<file path="config.mk">
export PLATFORM = sky130hd
export DESIGN_NAME = asosc_useq
export DESIGN_NICKNAME = d
export VERILOG_FILES = /design/src/hdl/asosc_pkg.sv /design/src/hdl/asosc_useq.sv
export SDC_FILE = /design/constraint.sdc
export NUM_CORES = 1
export LEC_CHECK = 0
export BUFFER_PORTS_ARGS = -buffer_cell sky130_fd_sc_hd__clkbuf_2
export CAP_MARGIN = 40
export CELL_PAD_IN_SITES_DETAIL_PLACEMENT = 1
export CELL_PAD_IN_SITES_GLOBAL_PLACEMENT = 1
export CORE_MARGIN = 2
export CORE_UTILIZATION = 33
export CTS_BUF_LIST = sky130_fd_sc_hd__clkbuf_16
export DETAILED_ROUTE_END_ITERATION = 10
export PLACE_DENSITY_LB_ADDON = 0.05
export SLEW_MARGIN = 25
export SYNTH_ARGS = -nofsm -noshare
export SYNTH_HDL_FRONTEND = slang
export SYNTH_SLANG_ARGS = --single-unit
</file>
<file path="constraint.sdc">
create_clock -name clk -period 2.05 [get_ports clk]
set_input_delay 0.205 -clock clk [delete_from_list [all_inputs] [get_ports clk]]
set_output_delay 0.205 -clock clk [all_outputs]
set_load 0.02 [all_outputs]
</file>
<file path="src/hdl/asosc_pkg.sv">
`timescale 1ns / 1ps

package asosc_pkg;

  localparam int HARMONIC_MAX_DEF     = 64;
  localparam int SINE_TABLE_DEPTH_DEF = 1024;
  localparam int PHASE_BITS_DEF       = 32;

  localparam int AMP_W   = 16;
  localparam int STEP_W  = 32;
  localparam int COUNT_W = 7;
  localparam int CFG_W   = 32;
  localparam int OUT_W   = 24;

  localparam logic [AMP_W-1:0]   AMP_RESET   = 16'd32768;
  localparam logic [STEP_W-1:0]  STEP_RESET  = 32'd0;
  localparam logic [COUNT_W-1:0] COUNT_RESET = 7'd50;

  localparam logic signed [23:0] INV_PI_Q24 = 24'sd5340353;
  localparam int OUT_MAX = 8388607;
  localparam int OUT_MIN = -8388608;

  typedef enum logic [1:0] {
    CFG_AMPLITUDE      = 2'd0,
    CFG_PHASE_STEP     = 2'd1,
    CFG_HARMONIC_COUNT = 2'd2
  } cfg_idx_t;

  typedef logic [2:0] step_t;

  localparam step_t STEP_IDLE    = 3'd0;
  localparam step_t STEP_MUL     = 3'd1;
  localparam step_t STEP_CHECK   = 3'd2;
  localparam step_t STEP_ISSUE   = 3'd3;
  localparam step_t STEP_DRAIN   = 3'd4;
  localparam step_t STEP_FIN_LO  = 3'd5;
  localparam step_t STEP_FIN_HI  = 3'd6;
  localparam step_t STEP_FIN_OUT = 3'd7;

  typedef enum logic [2:0] {
    OP_IDLE    = 3'd0,
    OP_MUL     = 3'd1,
    OP_NOP     = 3'd2,
    OP_ISSUE   = 3'd3,
    OP_FIN_LO  = 3'd4,
    OP_FIN_HI  = 3'd5,
    OP_FIN_OUT = 3'd6
  } uop_t;

  typedef enum logic [2:0] {
    C_NEVER       = 3'd0,
    C_NO_START    = 3'd1,
    C_MUL_MORE    = 3'd2,
    C_CNT_ZERO    = 3'd3,
    C_HARM_MORE   = 3'd4,
    C_PIPE_BUSY   = 3'd5,
    C_OUT_BLOCKED = 3'd6
  } cond_t;

  typedef struct packed {
    uop_t  op;
    cond_t cond;
    step_t target;
  } cw_t;

  typedef struct packed {
    logic start;
    logic mul_more;
    logic cnt_zero;
    logic harm_more;
    logic pipe_busy;
    logic out_blocked;
  } stat_t;

  function automatic cw_t ucode(step_t s);
    cw_t w;
    unique case (s)
      STEP_IDLE:    w = '{op: OP_IDLE,    cond: C_NO_START,    target: STEP_IDLE};
      STEP_MUL:     w = '{op: OP_MUL,     cond: C_MUL_MORE,    target: STEP_MUL};
      STEP_CHECK:   w = '{op: OP_NOP,     cond: C_CNT_ZERO,    target: STEP_DRAIN};
      STEP_ISSUE:   w = '{op: OP_ISSUE,   cond: C_HARM_MORE,   target: STEP_ISSUE};
      STEP_DRAIN:   w = '{op: OP_NOP,     cond: C_PIPE_BUSY,   target: STEP_DRAIN};
      STEP_FIN_LO:  w = '{op: OP_FIN_LO,  cond: C_NEVER,       target: STEP_IDLE};
      STEP_FIN_HI:  w = '{op: OP_FIN_HI,  cond: C_NEVER,       target: STEP_IDLE};
      STEP_FIN_OUT: w = '{op: OP_FIN_OUT, cond: C_OUT_BLOCKED, target: STEP_FIN_OUT};
      default:      w = '{op: OP_NOP,     cond: C_NEVER,       target: STEP_IDLE};
    endcase
    return w;
  endfunction

endpackage

</file>
<file path="src/hdl/asosc_useq.sv">
`timescale 1ns / 1ps

module asosc_useq (
  input  logic              clk,
  input  logic              rst_n,
  input  asosc_pkg::stat_t  stat,
  output asosc_pkg::cw_t    cw
);

  asosc_pkg::step_t step_r;
  asosc_pkg::step_t step_nxt;
  logic             jump;

  assign cw = asosc_pkg::ucode(step_r);

  always_comb begin
    unique case (cw.cond)
      asosc_pkg::C_NEVER:       jump = 1'b0;
      asosc_pkg::C_NO_START:    jump = !stat.start;
      asosc_pkg::C_MUL_MORE:    jump = stat.mul_more;
      asosc_pkg::C_CNT_ZERO:    jump = stat.cnt_zero;
      asosc_pkg::C_HARM_MORE:   jump = stat.harm_more;
      asosc_pkg::C_PIPE_BUSY:   jump = stat.pipe_busy;
      asosc_pkg::C_OUT_BLOCKED: jump = stat.out_blocked;
      default:                  jump = 1'b0;
    endcase
    step_nxt = jump ? cw.target : step_r + 3'd1;
  end

  always_ff @(posedge clk) begin
    if (!rst_n) begin
      step_r <= asosc_pkg::STEP_IDLE;
    end else begin
      step_r <= step_nxt;
    end
  end

endmodule

</file>
# After elaboration in Yosys (flattened, before gate mapping)
# Memories as Yosys holds them, arrays and structs flattened. A register that Yosys moved wholly into a read port is not among the register bits.
# Cells that the tools add are included.
[op_classes] n_lt_le_gt_ge=0 n_reduce_logical=1 div=0 n_eq_ne=6 shifts=0 n_bitwise=0 n_mux=3 mul=0 addsub=1
[op_table] op="3-bit == test, second input constant" n=3
[op_table] op="3-bit by 2-bit == test with 1-bit output, second input constant" n=2
[op_table] op="3-bit two-way mux" n=2
[op_table] op="1-bit one-hot mux with 6 select lines" n=1
[op_table] op="3-bit by 1-bit adder with 3-bit output, second input constant" n=1
[op_table] op="3-bit by 1-bit == test with 1-bit output, second input constant" n=1
[op_table] op="1-bit zero test" n=1
[word_totals] mem_bits_ro=72 n_memories=1 output_inout_bits=9 latchBits=0 in_bits=8 regBits=3 mem_bits_rw=0
[memory_table] name="(name not given)" words=8 word_bits=9 read_ports=1 rd_ports_with_merged_regs=1 wr=0 line_no="asosc_pkg.sv:77" text="unique case (s)"

# Depth between registers and ports, before layout
# Gate-level depths: netlist (run 1).
[depth] word_depth=4 mapped_depth=8

# Worst setup path after synthesis (run 1)
# OpenSTA, ideal clock, no wires.
[synth_path] path_kind="reg2reg" startpoint="reg cw[3] (netlist name)" endpoint="reg cw[4] (netlist name)" slack_ps=-332 arrival_time_ps=2260 required_time_ps=1929 period_less_slack_ps=2382 stages_incl_launch_ff=8 path_cell_list="dfxtp_1 > mux2i_1 > nor2b_1 > o32ai_1 > mux2i_1 > nand2_1 > ha_1 > mux2_4"
[synth_via] elab_chain_len=4 word_cells_on_any_way=9
[synth_rtl] element="3-bit == test (tied with other cells)" line_no="asosc_useq.sv:17" text="unique case (cw.cond)"
[synth_rtl] element="1-bit one-hot mux with 6 select lines *" line_no="asosc_useq.sv:17"
[synth_rtl] element="3-bit two-way mux *" line_no="asosc_useq.sv:27" text="step_nxt = jump ? cw.target : step_r + 3'd1;"
[synth_rtl] element="3-bit two-way mux (no line) *"
# Mark *: on every way between the ends. The rest lies on a longest branch, timed or not.
# A chain may end at the register's enable or synchronous reset.

# Worst setup path after layout (run 1)
[layout_path] startpoint="reg cw[3] (netlist name)" endpoint="reg cw[4] (netlist name)"
[layout_via] elab_chain_len=4 word_cells_on_any_way=9
[layout_rtl] element="3-bit == test (tied with other cells)" line_no="asosc_useq.sv:17"
[layout_rtl] element="1-bit one-hot mux with 6 select lines *" line_no="asosc_useq.sv:17"
[layout_rtl] element="3-bit two-way mux *" line_no="asosc_useq.sv:27"
[layout_rtl] element="3-bit two-way mux (no line) *"
# Marked as above.

==> flow_metrics.py, run 1 <==
metrics = {
    "outcome": {
        "status": "finished with violations",
        "violations": "setup timing",
    },
    "job": {
        "maxCapViolCount": 0,
    },
    "floorplan": {
        "die_y_um": 46.9,
        "io_pins": 17,
        "die_w_um": 46.9,
        "num_rows": 15,
        "initial_core_util_pct": 35.2,
        "die_area_mm2": 0.00220,
        "core-area_mm2": 0.00173,
    },
    "synth": {
        "ys_seq_area_share_pct": 39.5,
        "yosys-top-cells-area": "dfxtp_1, mux2i_1, ha_1",
        "syn-num-nets": 71,
        "yosysMostFrequentCell": "dfxtp_1",
        "syn_area_per_cell_um2": 10.5,
        "ys.flop_type": "dfxtp_1",
        "postSynthCellCount": 58,
        "ys_ff_latch": 12,
        "synth.distinct_cells": 22,
        "yosysWarnings": 0,
        "synth_edf_count": 0,
        "yosysTopAreaCellShare_pct": 39.5,
        "async_reset_ff_share_pct": 0,
        "synth_top_area_cell": "dfxtp_1",
        "syn_area_um2": 608,
        "ys_top_cells_by_count": "dfxtp_1, mux2i_1, ha_1",
    },
    "clock_network": {
        "root_buffer": "clkbuf_16",
        "clock_latency_ns": 0.24,
        "htreeDepth": 1,
        "cts_made_buffers": 3,
        "clk_path_buf_depth": 2,
        "path_clk_slew_ns": 0.04,
        "cts_tree": "yes",
        "cts.sinks": 12,
    },
    "layout": {
        "finalInstanceArea_um2": 918,
        "fin_nets": 97,
        "syn2layout_area_growth_pct": 51.0,
        "diodes": 0,
        "instances_no_fill": 108,
        "regArea_um2": 244,
        "multi_input_area_um2": 410,
        "drive_gt1_share_pct": 51.8,
        "fillers": 193,
    },
    "placement": {
        "placed_area_um2": 768,
        "dp_cells": 103,
        "place_congestion": 0.711,
        "post-place-ws_ns": -0.00350,
        "dp_hpwl_um": 1080,
        "portBuffers": 16,
    },
    "grt": {
        "grtUsageMet2_pct": 23.8,
        "grt_overflow": 0,
        "grt_max_degree": 13,
        "grt_pass1_vias": 460,
        "met3_usage_pct": 2.31,
        "grt.total_usage_pct": 14.7,
        "antenna_found_initial": 0,
        "met1_usage_pct": 18.5,
        "grt_pass1_wl_um": 2150,
        "grt.busiest_layer": "met2",
    },
    "min_path": {
        "whs_endpoint": "step_r[0]$_SDFF_PN0_",
        "holdCritPathClass": "input port to flop",
        "min-delay-start": "rst_n",
        "hold_depth": 2,
    },
    "timing": {
        "max_freq_mhz": 479,
        "grt_setup_unrepaired": "true",
        "drv_slew": 0,
        "clock_skew_ns": 0.00255,
        "finalWorstSetupSlack_ns": -0.0383,
        "relSlewSlack_pct": 75.6,
        "setup_violations": 1,
        "hold_violations": 0,
        "final.min_clock_period_ns": 2.09,
        "worst_slew_pin_slew_ns": 0.365,
        "fin_crit_sh_pct": 102,
    },
    "routing": {
        "routed_wirelength_um": 1430,
        "dr.pass1.iters": 4,
        "vias": 500,
        "via_per_inst": 4.63,
        "drc": 0,
        "wire_per_inst_um": 13.2,
        "drt_iter0_drc": 4,
        "postRouteAntennaNets": 0,
    },
    "worst_setup_path": {
        "critPathArrivalTime_ns": 2.22,
        "critPathLaunchType": "flop",
        "crit_fanout": 5,
        "path_class": "flop to flop",
        "reg2reg_depth": 7,
        "cp-end-kind": "flop",
        "reg2reg_from": "cw[3]$_DFF_P_",
        "rrSetupSlack_ns": -0.04,
        "r2r-end": "cw[4]$_DFF_P_",
        "worst_ep_required_time_ns": 2.18,
    },
    "pwr": {
        "power.total_mw": 1.63,
        "powerDensity_mw_per_mm2": 1770,
        "ir_drop_v": 0.000795,
        "leakage_nw": 0.416,
    },
}
==> what timing repair did <==
action | in CTS | in global routing
buffers inserted | 0 | 1
gates resized for setup | 0 | 16
setup endpoints to repair | 1 | 6
pin swaps | 0 | 3
cloned | 0 | 0
hold buffers | 0 | 0
==> layout by cell type, fill, tap and decap left out, drive strengths merged <==
master	instances
o21a	1
buf	7
nand3b	1
nand2	3
o32a	1
dfxtp	12
o221ai	1
mux2	1
o21ai	3
nor3b	2
and2	3
clkinv	1
nor2b	4
clkbuf	19
nand4	1
mux2i	8
inv	4
nand2b	1
ha	5
nor2	3
o32ai	1
xnor2	1
==> power breakdown <==
part,internal [mW],switching (mW)
clock,0.257,0.101
sequential,0.323,0.0685
combinational,0.464,0.416
==> kinds of logic (layout without fill, tap and decap cells) <==
kind of cell	count (synthesis)	in the layout	share of synthesized area (%)
buffers and inverters	6	31	4.12
DFF	12	12	39.5
and+or+nand+nor	18	18	16.7
adders and majority gates	5	5	10.3
muxes	9	9	17.7
xor gates and xnor gates	1	1	1.44
AOI/OAI and AO/OA	7	7	10.3
==> worst max-delay path by stage <==
stage,from,to,slack (ns),cells after the start
4_1_cts,cw[3]$_DFF_P_,cw[4]$_DFF_P_,-0.008,7
3_5_place_dp,cw[3]$_DFF_P_,cw[4]$_DFF_P_,-0.003,7
6_report,cw[3]$_DFF_P_,cw[4]$_DFF_P_,-0.04,7
2_1_floorplan,cw[3]$_DFF_P_,cw[4]$_DFF_P_,-0.01,7
3_3_place_gp,cw[3]$_DFF_P_,cw[4]$_DFF_P_,0.02,7
5_1_grt,cw[3]$_DFF_P_,cw[4]$_DFF_P_,-0.12,7
==> stage by stage <==
stage / setup TNS, ns / utilization, % / hold slack, ns
2_1_floorplan: -0.00959 / - / 0.544
3_3_place_gp: 0 / 44.5 / 0.586
3_5_place_dp: -0.00350 / 44.5 / 0.585
4_1_cts: -0.00769 / 49.1 / 0.334
5_1_grt: -0.576 / 53.2 / 0.387
6_report: -0.0383 / 53.2 / 0.356
==> critical path, stage by stage, from the launching register on <==
cell     delay (ns)
dfxtp_4        0.37
mux2i_1        0.21
nor2b_2        0.09
o32ai_4        0.33
mux2i_2        0.33
nand2_2        0.13
ha_4           0.27
mux2_4         0.26
==> registers in the layout (all words and copies together), names as in the netlist <==
signal / cells
cw: 9
step_r: 3
==> metal layers <==
layer,vias to the layer above,wire length [µm]
met1,235,669
met5,-,0
met3,2,42
met2,9,691
met4,0,23
li1,254,-
==> area by class of cell <==
type | count | share of cell area (%)
Multi-Input combinational cell | 40 | 44.7
Sequential cell | 12 | 26.6
Timing Repair Buffer | 23 | 14.9
Clock buffer | 3 | 8.17
Tap cell | 25 | 3.41
Inverter | 4 | 1.91
Clock inverter | 1 | 0.409
Note: power is estimated with default switching activity, not from simulation.
==> run 2: changes to the inputs <==
CORE_UTILIZATION = 37   (was 33)
clock period = 2.3 ns   (was 2.05 ns; I/O delays follow)
==> flow_metrics.py, run 2 (synthesis results as in run 1) <==
metrics = {
    "layout": {
        "layout_common_cells": "clkbuf_2, dfxtp_1, mux2i_1",
        "drive_gt1_share_pct": 37.7,
        "syn2layout_area_growth_pct": 35.6,
        "final_common_cell": "clkbuf_2",
        "diodes": 0,
        "largest_register_ffs": 9,
        "finish.utilization_pct": 54.1,
        "fin_nets": 92,
    },
    "worst_setup_path": {
        "path_class": "flop to flop",
        "worst-path-buf-inv": 0,
        "crit_family": "multiplexers",
        "slowest_stage": "o32a_4",
        "rrSetupSlack_ns": 0.16,
        "cp-end-kind": "flop",
        "critPathLaunchType": "flop",
        "r2r-end": "cw[4]$_DFF_P_",
        "worst_ep_required_time_ns": 2.42,
        "crit_fanout": 5,
        "critPathArrivalTime_ns": 2.26,
        "path_cells": "mux2i_1 > nor2b_1 > o32a_4 > mux2i_4 > nand2b_1 > ha_4 > mux2_4",
        "cp_slowest_stage_delay_ns": 0.40,
        "reg2reg_from": "cw[3]$_DFF_P_",
        "reg2reg_depth": 7,
    },
    "grt": {
        "grt_overflow": 0,
        "grt_max_degree": 13,
        "grt_pass1_wl_um": 2400,
        "antenna_found_initial": 0,
        "grt_pass1_vias": 498,
        "grt.total_usage_pct": 17.6,
    },
    "clock_network": {
        "root_buffer": "clkbuf_16",
        "path_clk_slew_ns": 0.04,
        "htreeDepth": 1,
        "cts_tree": "yes",
        "clk_path_buf_depth": 2,
        "clock_latency_ns": 0.24,
        "cts.sinks": 12,
        "cts_made_buffers": 3,
    },
    "routing": {
        "vias": 477,
        "wire_per_inst_um": 15.4,
        "routed_wirelength_um": 1430,
        "drc": 0,
        "dr.pass1.iters": 4,
        "via_per_inst": 5.13,
        "drt_iter0_drc": 12,
        "postRouteAntennaNets": 0,
    },
    "placement": {
        "place_congestion": 0.847,
        "dp_hpwl_um": 1040,
        "portBuffers": 16,
    },
    "timing": {
        "max_freq_mhz": 468,
        "setup_violations": 0,
        "fin_crit_sh_pct": 92.9,
        "relSlewSlack_pct": 75.0,
        "hold_violations": 0,
        "drv_slew": 0,
        "whs_ns": 0.365,
        "clock_skew_ns": 0.00188,
        "final.min_clock_period_ns": 2.14,
        "worst_slew_pin_slew_ns": 0.367,
    },
    "floorplan": {
        "core-area_mm2": 0.00152,
        "die_y_um": 44.5,
        "die_w_um": 44.5,
        "die_area_mm2": 0.00198,
        "io_pins": 17,
        "initial_core_util_pct": 39.9,
        "num_rows": 14,
    },
    "job": {
        "maxCapViolCount": 0,
    },
    "outcome": {
        "status": "finished clean",
    },
    "min_path": {
        "holdCritPathClass": "input port to flop",
        "min-delay-start": "rst_n",
        "whs_endpoint": "step_r[1]$_SDFF_PN0_",
        "hold_depth": 2,
    },
    "pwr": {
        "powerDensity_mw_per_mm2": 1610,
        "ir_drop_v": 0.000796,
        "leakage_nw": 0.388,
    },
}
run 2: cell types whose count changed in the layout (fill, tap and decap cells not counted), sizes merged:
cell,before,now
buf,7,2
clkinv,1,0
run 2: report_power, final:
part	total [mW]	leakage, nW	internal (mW)	switching [mW]
Clock	0.310	0.0370	0.226	0.0840
Combinational	0.672	0.252	0.333	0.339
Sequential	0.342	0.0985	0.285	0.0573
Total	1.32	0.388	0.844	0.480
run 2: layout make-up:
class                      instances  area (µm²)
clock buffer                       3        75.1
timing repair buffer              18        95.1
multi-input combinational         40         375
fill                             164         699
sequential                        12         241
inverter                           4        17.5
tap                               16        20.0
run 2: routing by layer:
layer	GRT usage, %	part of all wire (%)	up-vias
li1	-	-	237
met1	21.1	45	222
met2	28.4	49	13
met3	4.90	4.1	5
met4	9.09	1.9	0
met5	0	0	-
run 2: worst register-to-register path, cell delays in order, from the launching register on:
cell and delay, ns:
dfxtp_2 0.37, mux2i_1 0.21, nor2b_1 0.09, o32a_4 0.40, mux2i_4 0.21, nand2b_1 0.21, ha_4 0.28, mux2_4 0.26
run 2: how the worst max path moves through the flow:
stage	from	endpoint	slack, ns	cells after the start
after floorplan	cw[3]$_DFF_P_	cw[4]$_DFF_P_	0.07	7
after global placement	cw[4]$_DFF_P_	cw[4]$_DFF_P_	0.13	7
after detailed placement	cw[3]$_DFF_P_	cw[4]$_DFF_P_	0.06	7
after CTS	cw[3]$_DFF_P_	cw[4]$_DFF_P_	0.02	7
after global routing	cw[3]$_DFF_P_	cw[6]$_DFF_P_	-0.02	9
final	cw[3]$_DFF_P_	cw[4]$_DFF_P_	0.16	7
run 2: what timing repair did:
action / CTS / global route
setup endpoints to repair: 0 / 6
buffers inserted: 0 / 0
hold buffers: 0 / 0
resized for setup: 0 / 4
run 2: metrics by stage:
| step | cell area [µm²] | power [mW] | TNS (ns) | worst slack (ns) | instances |
|---|---|---|---|---|---|
| 6_report | 825 | 1.32 | 0 | 0.164 | 93 |
| 5_1_grt | 825 | 1.41 | -0.0192 | -0.0192 | 93 |
| 4_1_cts | 798 | 1.26 | 0 | 0.0161 | 93 |
| 3_5_place_dp | 723 | 0.935 | 0 | 0.0610 | 90 |
| 3_3_place_gp | 723 | 0.936 | 0 | 0.135 | 90 |
| 2_1_floorplan | 616 | 0.765 | 0 | 0.0669 | 58 |
==> run 3: changes to the inputs <==
--- a/config.mk
+++ b/config.mk
@@ -15,4 +15,5 @@
 export DETAILED_ROUTE_END_ITERATION = 10
 export PLACE_DENSITY_LB_ADDON = 0.05
+export RECOVER_POWER = 50
 export SLEW_MARGIN = 25
 export SYNTH_ARGS = -nofsm -noshare
==> constraint.sdc (replaced) <==
create_clock -name clk -period 2.3 [get_ports clk]
set_input_delay 0.23 -clock clk [delete_from_list [all_inputs] [get_ports clk]]
set_output_delay 0.23 -clock clk [all_outputs]
set_load 0.05 [all_outputs]
==> flow_metrics.py, run 3 (synthesis results as in run 1) <==
metrics = {
    "floorplan": {
        "die_w_um": 44.5,
        "initial_core_util_pct": 39.9,
        "die_area_mm2": 0.00198,
        "io_pins": 17,
        "die_y_um": 44.5,
        "num_rows": 14,
        "core-area_mm2": 0.00152,
    },
    "clock_network": {
        "path_clk_slew_ns": 0.04,
        "htreeDepth": 1,
        "clk_path_buf_depth": 2,
        "post_cts_buffers": 0,
        "root_buffer": "clkbuf_16",
        "cts.repair.resized": 0,
        "cts.sinks": 12,
        "cts_tree": "yes",
        "clock_latency_ns": 0.24,
        "cts_made_buffers": 3,
        "ctsHoldBuffers": 0,
    },
    "timing": {
        "relSlewSlack_pct": 59.1,
        "whs_ns": 0.356,
        "grt_setup_unrepaired": "false",
        "setup_violations": 0,
        "max_freq_mhz": 463,
        "worst_slew_pin_slew_ns": 0.616,
        "drv_slew": 0,
        "clock_skew_ns": 0.00195,
        "final.min_clock_period_ns": 2.16,
        "finalSetupTns_ns": 0,
        "hold_violations": 0,
        "finalWorstSetupSlack_ns": 0.140,
        "fin_crit_sh_pct": 93.9,
    },
    "routing": {
        "wire_per_inst_um": 14.3,
        "vias": 466,
        "drt_iter0_drc": 8,
        "drc": 0,
        "routed_wirelength_um": 1320,
        "dr.pass1.iters": 4,
        "via_per_inst": 5.07,
        "postRouteAntennaNets": 0,
    },
    "layout": {
        "finish.utilization_pct": 51.2,
        "layout_common_cells": "dfxtp_1, clkbuf_1, mux2i_1, clkbuf_2, ha_1",
        "fin_nets": 91,
        "drive_gt1_share_pct": 22.4,
        "fillers": 182,
        "largest_register_ffs": 9,
        "syn2layout_area_growth_pct": 28.4,
        "final_common_cell": "dfxtp_1",
        "diodes": 0,
    },
    "pwr": {
        "combPwrFrac_pct": 51.1,
        "p_seq_share_pct": 25.6,
        "power_switching_mw": 0.549,
        "ir_drop_v": 0.000730,
        "leakage_nw": 0.353,
        "p_int_mw": 0.772,
        "powerDensity_mw_per_mm2": 1690,
        "p_clk_share_pct": 23.3,
        "p_sw_share_pct": 41.6,
    },
    "worst_setup_path": {
        "reg2reg_depth": 7,
        "path_class": "flop to flop",
        "critPathLaunchType": "flop",
        "critPathArrivalTime_ns": 2.28,
        "worst_ep_required_time_ns": 2.42,
        "rrSetupSlack_ns": 0.14,
        "cp-end-kind": "flop",
        "reg2reg_from": "cw[3]$_DFF_P_",
        "crit_fanout": 5,
        "r2r-end": "cw[4]$_DFF_P_",
    },
    "min_path": {
        "whs_endpoint": "step_r[1]$_SDFF_PN0_",
        "min-delay-start": "rst_n",
        "holdCritPathClass": "input port to flop",
        "hold_depth": 2,
    },
    "grt": {
        "grt_max_degree": 13,
        "grtUsageMet2_pct": 24.6,
        "met1_usage_pct": 20.1,
        "antenna_found_initial": 0,
        "grt.busiest_layer": "met2",
        "grt_pass1_vias": 461,
        "grt.total_usage_pct": 16.4,
        "met3_usage_pct": 4.90,
        "grt_pass1_wl_um": 2200,
        "grt_overflow": 0,
    },
    "outcome": {
        "status": "finished clean",
    },
    "job": {
        "maxCapViolCount": 0,
    },
    "placement": {
        "portBuffers": 16,
        "post-place-ws_ns": 0.137,
        "place_congestion": 0.737,
        "dp_hpwl_um": 1020,
    },
}
==> run 3: cell count changes in the layout (fill, tap and decap cells not counted), sizes merged <==
cell / delta
buf: -1
==> run 3: how the worst max path moves through the flow <==
| stage | start | cells after the start | slack (ns) | to |
|---|---|---|---|---|
| after detailed placement | cw[4]$_DFF_P_ | 7 | 0.14 | cw[4]$_DFF_P_ |
| after global routing | cw[3]$_DFF_P_ | 6 | 0.007 | cw[4]$_DFF_P_ |
| after floorplan | cw[4]$_DFF_P_ | 7 | 0.005 | cw[4]$_DFF_P_ |
| final | cw[3]$_DFF_P_ | 7 | 0.14 | cw[4]$_DFF_P_ |
| after CTS | cw[4]$_DFF_P_ | 7 | 0.09 | cw[4]$_DFF_P_ |
| after global placement | cw[4]$_DFF_P_ | 7 | 0.12 | cw[4]$_DFF_P_ |
==> run 3: through the flow <==
step           std cells  cell area, µm²  power (mW)
2_1_floorplan         58             617       0.875
3_3_place_gp          89             717        1.03
3_5_place_dp          89             717        1.03
4_1_cts               92             792        1.35
5_1_grt               92             781        1.41
6_report              92             781        1.32
==> run 3: layout make-up <==
class                   instances  area, µm²  area share [%]
clock buffers                   3       75.1            9.62
inverters                       4       17.5            2.24
multi-input cells              40        350            44.9
flip-flops and latches         12        241            30.9
well taps                      16       20.0            2.56
repair buffers                 17       76.3            9.78
==> run 3: power by group through the flow <==
stage          logic [mW]  clock network [mW]  registers (mW)
3_5_place_dp        0.685                   0           0.342
2_1_floorplan       0.375                   0           0.499
6_report            0.675               0.308           0.338
4_1_cts             0.694               0.315           0.340
3_3_place_gp        0.693                   0           0.341
5_1_grt             0.731               0.326           0.351
==> run 3: metal layers <==
| layer | wire [µm] | vias to the layer above |
|---|---|---|
| met3 | 63 | 3 |
| met4 | 25 | 0 |
| met5 | 0 | - |
| li1 | - | 237 |
| met1 | 614 | 213 |
| met2 | 614 | 13 |
==> run 3: critical path, stage by stage, from the launching register on <==
cell and delay (ns):
dfxtp_2 0.36, mux2i_1 0.19, nor2b_1 0.09, o32a_4 0.39
mux2i_1 0.27, nand2b_1 0.19, ha_1 0.28, mux2_4 0.28
